**src/rtl/core/calendar_clock_with_field_edit_top_macros.svh**
```systemverilog
// Assertion macros shared by the calendar clock RTL.
`ifndef CALENDAR_CLOCK_WITH_FIELD_EDIT_TOP_MACROS_SVH
`define CALENDAR_CLOCK_WITH_FIELD_EDIT_TOP_MACROS_SVH

// Property that must hold at every clock edge outside reset
`define CCFE_ASSERT(label, prop, msg) \
    label: assert property (@(posedge clk) disable iff (!rst_n) (prop)) \
        else $error(msg);

// Signal keeps its value in the cycle after a quiet condition
`define CCFE_ASSERT_HOLD(label, quiet, sig, msg) \
    label: assert property (@(posedge clk) disable iff (!rst_n) (quiet) |=> $stable(sig)) \
        else $error(msg);

`endif

```
**src/rtl/core/ccfe_pkg.sv**
```systemverilog
// Package with types, codes, constants and helper functions of the calendar clock.
`timescale 1ns / 1ps

package ccfe_pkg;

    // Request kinds
    localparam logic [2:0] MODE_TICK    = 3'd0;
    localparam logic [2:0] MODE_UP      = 3'd1;
    localparam logic [2:0] MODE_DOWN    = 3'd2;
    localparam logic [2:0] MODE_RESTORE = 3'd3;
    localparam logic [2:0] MODE_CAPTURE = 3'd4;

    // Field selector codes
    localparam logic [2:0] FLD_YEAR    = 3'd0;
    localparam logic [2:0] FLD_MONTH   = 3'd1;
    localparam logic [2:0] FLD_DAY     = 3'd2;
    localparam logic [2:0] FLD_HOURS   = 3'd3;
    localparam logic [2:0] FLD_MIN_LO  = 3'd4;
    localparam logic [2:0] FLD_MIN_HI  = 3'd5;
    localparam logic [2:0] FLD_SECONDS = 3'd6;

    // Carry levels of a tick
    localparam logic [1:0] LVL_SEC  = 2'd0;
    localparam logic [1:0] LVL_MIN  = 2'd1;
    localparam logic [1:0] LVL_HOUR = 2'd2;
    localparam logic [1:0] LVL_DAY  = 2'd3;

    // Limits
    localparam logic [5:0]  SEC_TOP   = 6'd59;
    localparam logic [5:0]  HOUR_TOP  = 6'd23;
    localparam logic [3:0]  MONTH_TOP = 4'd12;
    localparam logic [13:0] YEAR_MAX  = 14'd9999;
    localparam logic [8:0]  MOD_TOP   = 9'd399;

    // Reset values; 1962 is 362 within its 400-year cycle
    localparam logic [5:0]  RST_SEC   = 6'd0;
    localparam logic [5:0]  RST_MIN   = 6'd59;
    localparam logic [4:0]  RST_HOUR  = 5'd23;
    localparam logic [4:0]  RST_DAY   = 5'd11;
    localparam logic [3:0]  RST_MONTH = 4'd11;
    localparam logic [13:0] RST_YEAR  = 14'd1962;
    localparam logic [8:0]  RST_YMOD  = 9'd362;

    typedef struct packed {
        logic [2:0] mode;
        logic [2:0] field_select;
    } req_t;

    typedef struct packed {
        logic [5:0]  seconds_out;
        logic [5:0]  minutes_out;
        logic [4:0]  hours_out;
        logic [4:0]  day_out;
        logic [3:0]  month_out;
        logic [13:0] year_out;
        logic [1:0]  carry_level;
        logic        day_rollover;
    } res_t;

    // Gregorian leap test on the year's position in its 400-year cycle
    function automatic logic is_leap(input logic [8:0] ymod);
        return (ymod[1:0] == 2'b00) && (ymod != 9'd100) && (ymod != 9'd200)
            && (ymod != 9'd300);
    endfunction

    // Month length; codes outside 1..12 read 31
    function automatic logic [4:0] month_days(input logic [3:0] mon, input logic leap);
        logic [4:0] n;
        case (mon)
            4'd2:    n = leap ? 5'd29 : 5'd28;
            4'd4:    n = 5'd30;
            4'd6:    n = 5'd30;
            4'd9:    n = 5'd30;
            4'd11:   n = 5'd30;
            default: n = 5'd31;
        endcase
        return n;
    endfunction

    // Day check: past the end gives 1, zero gives the last day
    function automatic logic [4:0] check_day(input logic [5:0] d, input logic [4:0] n);
        logic [4:0] r;
        if (d > {1'b0, n})
            r = 5'd1;
        else if (d == 6'd0)
            r = n;
        else
            r = d[4:0];
        return r;
    endfunction

    // One wrapping step over 0..top
    function automatic logic [5:0] wrap_step(input logic [5:0] v, input logic up,
                                             input logic [5:0] top);
        logic [5:0] r;
        if (up)
            r = (v >= top) ? 6'd0 : v + 6'd1;
        else
            r = ((v == 6'd0) || (v > top)) ? top : v - 6'd1;
        return r;
    endfunction

endpackage

```
**src/rtl/core/calendar_clock_with_field_edit_top.sv**
```systemverilog
// Path: a request accepted into the input register passes the calendar update into the result register.
// Throughput: one request per cycle when m_tready is high, set by the single calendar update
// between the input and result registers; the input side takes one request while a result waits.
// Reset: asynchronous, active low; calendar returns to 23:59:00, 11 Nov 1962, snapshot alike.
// Both stages come out of reset empty.
`timescale 1ns / 1ps

module calendar_clock_with_field_edit_top
    import ccfe_pkg::*;
(
    input  logic        clk,
    input  logic        rst_n,
    input  logic        s_tvalid,
    output logic        s_tready,
    input  logic [7:0]  s_tdata,   // [2:0] mode, [7:3] zero
    input  logic [2:0]  s_tuser,   // [2:0] field_select
    output logic        m_tvalid,
    input  logic        m_tready,
    output logic [47:0] m_tdata    // [5:0] seconds_out, [11:6] minutes_out, [16:12] hours_out,
                                   // [21:17] day_out, [25:22] month_out, [39:26] year_out,
                                   // [41:40] carry_level, [42] day_rollover, [47:43] zero
);

    logic req_valid;
    req_t req;
    res_t res;
    logic can_load;
    logic advance;

    // Request moves on when the result register is free
    assign advance = req_valid && can_load;

    ccfe_in_stage u_in (
        .clk       (clk),
        .rst_n     (rst_n),
        .s_tvalid  (s_tvalid),
        .s_tready  (s_tready),
        .s_tdata   (s_tdata),
        .s_tuser   (s_tuser),
        .advance   (advance),
        .req_valid (req_valid),
        .req       (req)
    );

    ccfe_core u_core (
        .clk    (clk),
        .rst_n  (rst_n),
        .commit (advance),
        .req    (req),
        .res    (res)
    );

    ccfe_out_stage u_out (
        .clk      (clk),
        .rst_n    (rst_n),
        .load     (advance),
        .res      (res),
        .can_load (can_load),
        .m_tvalid (m_tvalid),
        .m_tready (m_tready),
        .m_tdata  (m_tdata)
    );

endmodule

```
**src/rtl/core/ccfe_in_stage.sv**
```systemverilog
// Input register stage: holds one accepted request until the core takes it.
`timescale 1ns / 1ps

module ccfe_in_stage
    import ccfe_pkg::*;
(
    input  logic       clk,
    input  logic       rst_n,
    input  logic       s_tvalid,
    output logic       s_tready,
    input  logic [7:0] s_tdata,   // [2:0] mode, rest zero
    input  logic [2:0] s_tuser,   // [2:0] field_select
    input  logic       advance,
    output logic       req_valid,
    output req_t       req
);

    logic valid_reg;
    logic valid_next;
    req_t req_reg;

    // Free, or emptying this cycle
    assign s_tready = !valid_reg || advance;

    always_comb
    begin
        valid_next = valid_reg;
        if (s_tready)
            valid_next = s_tvalid;
    end

    // Control
    always_ff @(posedge clk or negedge rst_n)
    begin
        if (!rst_n)
            valid_reg <= 1'b0;
        else
            valid_reg <= valid_next;
    end

    // Payload
    always_ff @(posedge clk)
    begin
        if (s_tready && s_tvalid)
        begin
            req_reg.mode         <= s_tdata[2:0];
            req_reg.field_select <= s_tuser;
        end
    end

    assign req_valid = valid_reg;
    assign req       = req_reg;

endmodule

```
**src/rtl/core/ccfe_core.sv**
```systemverilog
// Calendar state registers with tick, step, restore and capture logic.
`timescale 1ns / 1ps

`include "calendar_clock_with_field_edit_top_macros.svh"

module ccfe_core
    import ccfe_pkg::*;
(
    input  logic clk,
    input  logic rst_n,
    input  logic commit,
    input  req_t req,
    output res_t res
);

    logic [5:0]  sec_reg,  sec_next;
    logic [5:0]  min_reg,  min_next;
    logic [4:0]  hr_reg,   hr_next;
    logic [4:0]  day_reg,  day_next;
    logic [3:0]  mon_reg,  mon_next;
    logic [13:0] yr_reg,   yr_next;
    logic [8:0]  ym_reg,   ym_next;    // year mod 400, kept alongside the year
    logic [13:0] svyr_reg, svyr_next;
    logic [8:0]  svym_reg, svym_next;
    logic [3:0]  svmon_reg, svmon_next;
    logic [4:0]  svday_reg, svday_next;

    logic        up;
    logic [1:0]  level;
    logic [4:0]  nd_cur;
    logic [4:0]  nd_yr;
    logic [4:0]  nd_mon;
    logic [8:0]  ym_inc;
    logic [8:0]  ym_dec;
    logic [13:0] yr_step;
    logic [8:0]  ym_step;
    logic [3:0]  mon_step;
    logic [5:0]  day_step;
    logic [5:0]  hr_wrap;
    logic [5:0]  day_inc;

    // Shared terms
    always_comb
    begin
        up      = (req.mode == MODE_UP);
        ym_inc  = (ym_reg == MOD_TOP) ? 9'd0 : ym_reg + 9'd1;
        ym_dec  = (ym_reg == 9'd0) ? MOD_TOP : ym_reg - 9'd1;
        day_inc = {1'b0, day_reg} + 6'd1;

        // Saturating year step
        yr_step = yr_reg;
        ym_step = ym_reg;
        if (up && (yr_reg < YEAR_MAX))
        begin
            yr_step = yr_reg + 14'd1;
            ym_step = ym_inc;
        end
        else if (!up && (yr_reg != 14'd0))
        begin
            yr_step = yr_reg - 14'd1;
            ym_step = ym_dec;
        end

        if (up)
            mon_step = (mon_reg >= MONTH_TOP) ? 4'd1 : mon_reg + 4'd1;
        else
            mon_step = ((mon_reg <= 4'd1) || (mon_reg > MONTH_TOP)) ? MONTH_TOP
                                                                    : mon_reg - 4'd1;

        if (up)
            day_step = day_inc;
        else
            day_step = (day_reg == 5'd0) ? 6'd0 : {1'b0, day_reg} - 6'd1;

        nd_cur  = month_days(mon_reg, is_leap(ym_reg));
        nd_yr   = month_days(mon_reg, is_leap(ym_step));
        nd_mon  = month_days(mon_step, is_leap(ym_reg));
        hr_wrap = wrap_step({1'b0, hr_reg}, up, HOUR_TOP);
    end

    // Next state per request kind
    always_comb
    begin
        sec_next   = sec_reg;
        min_next   = min_reg;
        hr_next    = hr_reg;
        day_next   = day_reg;
        mon_next   = mon_reg;
        yr_next    = yr_reg;
        ym_next    = ym_reg;
        svyr_next  = svyr_reg;
        svym_next  = svym_reg;
        svmon_next = svmon_reg;
        svday_next = svday_reg;
        level      = LVL_SEC;

        unique case (req.mode) inside
            MODE_TICK:
            begin
                sec_next = sec_reg + 6'd1;
                if (sec_reg >= SEC_TOP)
                begin
                    sec_next = 6'd0;
                    level    = LVL_MIN;
                    min_next = min_reg + 6'd1;
                    if (min_reg >= SEC_TOP)
                    begin
                        min_next = 6'd0;
                        level    = LVL_HOUR;
                        hr_next  = hr_reg + 5'd1;
                        if ({1'b0, hr_reg} >= HOUR_TOP)
                        begin
                            hr_next  = 5'd0;
                            level    = LVL_DAY;
                            day_next = day_inc[4:0];
                            // Month end; restored days past the end land here too
                            if (day_inc > {1'b0, nd_cur})
                            begin
                                day_next = 5'd1;
                                mon_next = mon_reg + 4'd1;
                                if (mon_reg >= MONTH_TOP)
                                begin
                                    mon_next = 4'd1;
                                    if (yr_reg < YEAR_MAX)
                                    begin
                                        yr_next = yr_reg + 14'd1;
                                        ym_next = ym_inc;
                                    end
                                end
                            end
                        end
                    end
                end
            end
            MODE_UP, MODE_DOWN:
            begin
                unique case (req.field_select)
                    FLD_YEAR:
                    begin
                        yr_next  = yr_step;
                        ym_next  = ym_step;
                        day_next = check_day({1'b0, day_reg}, nd_yr);
                    end
                    FLD_MONTH:
                    begin
                        mon_next = mon_step;
                        day_next = check_day({1'b0, day_reg}, nd_mon);
                    end
                    FLD_DAY:     day_next = check_day(day_step, nd_cur);
                    FLD_HOURS:   hr_next  = hr_wrap[4:0];
                    FLD_MIN_LO:  min_next = wrap_step(min_reg, up, SEC_TOP);
                    FLD_MIN_HI:
                    begin
                        sec_next = 6'd0;
                        min_next = wrap_step(min_reg, up, SEC_TOP);
                    end
                    FLD_SECONDS: sec_next = wrap_step(sec_reg, up, SEC_TOP);
                    default:
                    begin
                    end
                endcase
            end
            MODE_RESTORE:
            begin
                unique case (req.field_select) inside
                    FLD_YEAR:
                    begin
                        yr_next = svyr_reg;
                        ym_next = svym_reg;
                    end
                    FLD_MONTH: mon_next = svmon_reg;
                    FLD_DAY:   day_next = svday_reg;
                    FLD_HOURS: hr_next  = 5'd0;
                    FLD_MIN_LO, FLD_MIN_HI:
                    begin
                        sec_next = 6'd0;
                        min_next = 6'd0;
                    end
                    FLD_SECONDS: sec_next = 6'd0;
                    default:
                    begin
                    end
                endcase
            end
            MODE_CAPTURE:
            begin
                svyr_next  = yr_reg;
                svym_next  = ym_reg;
                svmon_next = mon_reg;
                svday_next = day_reg;
            end
            default:
            begin
            end
        endcase
    end

    // Result of the request in hand
    always_comb
    begin
        res.seconds_out  = sec_next;
        res.minutes_out  = min_next;
        res.hours_out    = hr_next;
        res.day_out      = day_next;
        res.month_out    = mon_next;
        res.year_out     = yr_next;
        res.carry_level  = level;
        res.day_rollover = (level == LVL_DAY);
    end

    // State registers, updated when a request is committed
    always_ff @(posedge clk or negedge rst_n)
    begin
        if (!rst_n)
        begin
            sec_reg   <= RST_SEC;
            min_reg   <= RST_MIN;
            hr_reg    <= RST_HOUR;
            day_reg   <= RST_DAY;
            mon_reg   <= RST_MONTH;
            yr_reg    <= RST_YEAR;
            ym_reg    <= RST_YMOD;
            svyr_reg  <= RST_YEAR;
            svym_reg  <= RST_YMOD;
            svmon_reg <= RST_MONTH;
            svday_reg <= RST_DAY;
        end
        else if (commit)
        begin
            sec_reg   <= sec_next;
            min_reg   <= min_next;
            hr_reg    <= hr_next;
            day_reg   <= day_next;
            mon_reg   <= mon_next;
            yr_reg    <= yr_next;
            ym_reg    <= ym_next;
            svyr_reg  <= svyr_next;
            svym_reg  <= svym_next;
            svmon_reg <= svmon_next;
            svday_reg <= svday_next;
        end
    end

    // Checks
    `CCFE_ASSERT(a_day_nonzero, day_reg != 5'd0, "day of month is zero")
    `CCFE_ASSERT(a_month_range, (mon_reg != 4'd0) && (mon_reg <= MONTH_TOP), "month out of range")
    `CCFE_ASSERT(a_ymod_zero, (yr_reg != 14'd0) || (ym_reg == 9'd0), "year 0 out of leap cycle")
    `CCFE_ASSERT(a_ymod_max, (yr_reg != YEAR_MAX) || (ym_reg == MOD_TOP), "year 9999 out of cycle")
    `CCFE_ASSERT_HOLD(a_hold_year, !commit, yr_reg, "year moved without a commit")

endmodule

```
**src/rtl/core/ccfe_out_stage.sv**
```systemverilog
// Result register stage: holds one result until the downstream side takes it.
`timescale 1ns / 1ps

module ccfe_out_stage
    import ccfe_pkg::*;
(
    input  logic        clk,
    input  logic        rst_n,
    input  logic        load,
    input  res_t        res,
    output logic        can_load,
    output logic        m_tvalid,
    input  logic        m_tready,
    output logic [47:0] m_tdata   // seconds, minutes, hours, day, month, year,
                                  // carry_level, day_rollover, zero fill
);

    logic valid_reg;
    logic valid_next;
    res_t res_reg;

    // Empty, or being taken this cycle
    assign can_load = !valid_reg || m_tready;

    always_comb
    begin
        valid_next = valid_reg;
        if (load)
            valid_next = 1'b1;
        else if (m_tready)
            valid_next = 1'b0;
    end

    // Control
    always_ff @(posedge clk or negedge rst_n)
    begin
        if (!rst_n)
            valid_reg <= 1'b0;
        else
            valid_reg <= valid_next;
    end

    // Payload
    always_ff @(posedge clk)
    begin
        if (load)
            res_reg <= res;
    end

    assign m_tvalid = valid_reg;
    assign m_tdata  = {5'd0, res_reg.day_rollover, res_reg.carry_level, res_reg.year_out,
                       res_reg.month_out, res_reg.day_out, res_reg.hours_out,
                       res_reg.minutes_out, res_reg.seconds_out};

endmodule

```
**config.mk**
```make
export PLATFORM = sky130hd
export DESIGN_NAME = calendar_clock_with_field_edit_top
export DESIGN_NICKNAME = d
export VERILOG_FILES = /design/src/rtl/core/ccfe_pkg.sv /design/src/rtl/core/calendar_clock_with_field_edit_top.sv /design/src/rtl/core/ccfe_in_stage.sv /design/src/rtl/core/ccfe_core.sv /design/src/rtl/core/ccfe_out_stage.sv
export VERILOG_INCLUDE_DIRS = /design/src /design/src/rtl/core
export SDC_FILE = /design/constraint.sdc
export NUM_CORES = 1
export LEC_CHECK = 0
export ABC_AREA = 1
export BUFFER_PORTS_ARGS = -buffer_cell sky130_fd_sc_hd__buf_2
export CAP_MARGIN = 20
export CORE_MARGIN = 5
export CORE_UTILIZATION = 50
export CTS_CLUSTER_SIZE = 10
export DETAILED_ROUTE_END_ITERATION = 8
export PLACE_DENSITY = 0.64
export SETUP_SLACK_MARGIN = 0.15
export SLEW_MARGIN = 20
export SYNTH_ARGS = -nofsm -noshare
export SYNTH_HDL_FRONTEND = slang
export SYNTH_SLANG_ARGS = --single-unit
```
**constraint.sdc**
```tcl
create_clock -name clk -period 4.7 [get_ports clk]
set_input_delay 0 -clock clk [delete_from_list [all_inputs] [get_ports clk]]
set_output_delay 0 -clock clk [all_outputs]
set_load 0.03 [all_outputs]
```
==> impl_metrics.csv <==
group,metric,value,unit
sta,hold_violations,0,
routing,viasPerCell,5.72,
synthesis,netlist-cell-type-count,65,
critical_path,cp_max_fo,14,
sta,rsz0062_at_grt,"no",
routing,first_pass_iters,5,
critical_path,required,4.86,ns
synthesis,yosysTopAreaCell,"edfxtp_1",
critical_path,critPathCaptureType,"flip-flop",
power_and_ir_drop,pwr-share-clk,21.7,%
global_route,grt_pass1_wl,46900,um
global_route,grt_max_degree,58,
cells_and_area,antennaDiodeCount,0,
clock_network,clock_sinks,132,
sta,tns,0,ns
synthesis,synthTopCellsByArea,"edfxtp_1 (15%), nand2_1 (14%), dfstp_2 (12%), dfrtp_1 (9.5%), o21ai_0 (9.3%)",
clock_network,cts_max_path_buffers,2,
synthesis,ys.flop_type,"edfxtp_1",
power_and_ir_drop,switchingPower,2.94,mW
global_route,grt_pass1_vias,8946,
clock_network,cts_tree,"done",
power_and_ir_drop,swShare,44.9,%
clock_network,ctsHtreeMaxLevel,4,
cells_and_area,final.fill_count,1874,
power_and_ir_drop,powerDensity,588,nW/um2
synthesis,synth_edf_count,49,
critical_path,cp-start-kind,"flip-flop",
cells_and_area,nNetsFinal,1487,
synthesis,netlist_area,9970,um2
synthesis,synth.avg_cell_area,7.08,um2
floorplan,die_x,151,um
routing,drc,0,
routing,vias,9858,
sta,finalSetupViolCount,0,
routing,wire_per_inst,17.0,um
synthesis,synth_cells,1409,
routing,final_antenna_net_count,0,
floorplan,core_area,19500,um2
synthesis,async_flop_share,62.9,%
sta,maxSlewHeadroom,35.1,%
critical_path,crit_path_max_incr_delay,0.59,ns
placed_design,port_buffers,54,
routing,first_iter_violations,877,
placed_design,gp_congestion,0.934,
synthesis,yosysTopAreaCellShare,14.8,%
routing,wirelength,29200,um
cells_and_area,areaGrowthSynthToFinish,11.5,%
clock_network,cts_buffers,17,
power_and_ir_drop,pwr-share-comb,44.5,%
power_and_ir_drop,pwr-share-seq,33.8,%
sta,skew,0.0105,ns
power_and_ir_drop,p_int,3.61,mW
critical_path,critPathArrivalTime,4.29,ns
critical_path,r2r_cells,25,
cells_and_area,drive_above_1_share,14.1,%
synthesis,yosysMostFrequentCell,"nand2_1",
critical_path,crit_slowest_cell,"dfstp_2",
global_route,grt_usage,26.0,%
clock_network,clk_latency,0.43,ns
sta,post-route-period-util,87.9,%
critical_path,path_class,"reg2reg",
sta,report.final.slew_viol_count,0,
floorplan,start_util,51.1,%
clock_network,cts_root_buf,"clkbuf_16",
power_and_ir_drop,power.leakage,4.91,nW
sta,max_freq,242,MHz
synthesis,ys_ff_latch,132,
job,drv_cap,0,
clock_network,clk_pin_slew,0.06,ns
worst_hold_path,hold_path.class,"in2async",
cells_and_area,final_cell_area,11100,um2
placed_design,placed_cell_area,10400,um2
status,outcome,"completed",
synthesis,synth_top_cells_by_count,"nand2_1 (360), o21ai_0 (185), inv_1 (123)",
floorplan,ios,65,
synthesis,ys_seq_area_share,36.1,%
floorplan,die_area,22900,um2
critical_path,crit_top_cell,"nand2_1",
power_and_ir_drop,peakVddDrop,0.305,mV
global_route,antenna_found_initial,0,
sta,worstMarginPinSlew,0.968,ns
cells_and_area,multi_input_area,5460,um2
sta,min_period,4.13,ns
placed_design,hpwl,19300,um
global_route,grt-ovfl-total,0,
cells_and_area,seqCellArea,3600,um2
synthesis,yosysWarnings,0,
floorplan,die_h,151,um
clock_network,cts_resized,0,
floorplan,rows,51,
cells_and_area,largest_register_ffs,43,
[power groups by stage]
stage          sequential, mW  clock [mW]  combinational [mW]
2_1_floorplan            2.16           0                2.22
3_3_place_gp             2.21           0                2.83
3_5_place_dp             2.20           0                2.86
4_1_cts                  2.19        1.44                2.88
5_1_grt                  2.28        1.49                3.31
6_report                 2.21        1.42                2.91
[worst paths after layout]
path	startpoint	endpoint	slack [ns]
hold / removal	rst_n	u_core.day_reg[2]	0.11
setup / recovery	u_core.yr_reg[1]	u_out.m_tdata[18]	0.57
max in group asynchronous	rst_n	u_core.sec_reg[1]	3.59
min in group clk	s_tdata[0]	u_in.req[3]	0.29
setup reg to reg	u_core.yr_reg[1]	u_out.m_tdata[18]	0.57
hold reg to reg	u_core.svyr_reg[6]	u_core.svyr_reg[6]	0.48
[final cells by class]
cell class                      count  share of cell area (%)
Timing Repair Buffer               86                    4.86
Clock inverter                     13                    1.64
Clock buffer                       19                    3.89
Multi-Input combinational cell   1056                    49.0
Inverter                          152                    5.17
Tap cell                          265                    2.98
Sequential cell                   132                    32.4
[per-layer routing]
| layer | track usage [%] | share of wire [%] |
|---|---|---|
| met4 | 8.57 | 2.3 |
| met1 | 37.5 | 46 |
| met2 | 39.9 | 45 |
| met3 | 3.89 | 7.1 |
| met5 | 0 | 0 |
[repair_timing]
action	in CTS	in global routing
setup buffers	0	0
hold buffers	11	0
hold endpoints to repair	48	0
[worst max-delay path, delay by kind of cell, from the launching register on]
kind                       cells  cell delay (ns)
AOI/OAI and AO/OA              8             1.57
and+or+nand+nor               13             1.17
DFF                            1             0.59
adders and majority gates      2             0.37
buffers and inverters          2             0.16
[logic make-up after synthesis]
| kind of cell | count (synthesis) | synth area share [%] |
|---|---|---|
| compound gates | 405 | 23.5 |
| xor+xnor | 22 | 1.93 |
| fa+ha+maj | 27 | 3.39 |
| buf+inv | 225 | 9.41 |
| flops | 132 | 36.1 |
| mux | 1 | 0.113 |
| other cells | 1 | 0.0376 |
| simple gates | 596 | 25.5 |
[placed cells by master, fill, tap and decap left out, drive strengths merged, types with 7 or more instances in the layout]
cell type      n
a31oi          7
xor2          18
dlygate4sd3   11
buf           75
clkinv        13
edfxtp        49
dfrtp         38
a21oi         97
ha            27
nand4         12
clkbuf        19
dfstp         45
inv          145
nand3         79
o21ai        210
nor3          21
nand2        366
o221ai         9
o211ai        23
nor2         113
[metrics by stage]
stage | power [mW] | util [%] | hold slack, ns | std cells | worst slack [ns]
after CTS | 6.52 | 57.0 | 0.126 | 1723 | 0.655
final | 6.54 | 57.0 | 0.107 | 1723 | 0.571
after global placement | 5.04 | 53.2 | 0.0364 | 1680 | 0.694
after detailed placement | 5.06 | 53.2 | 0.0382 | 1680 | 0.695
after global routing | 7.08 | 57.0 | 0.153 | 1723 | 0.223
after floorplan | 4.38 | - | -0.296 | 1413 | 1.28
Power figures use the tool's default switching activity.
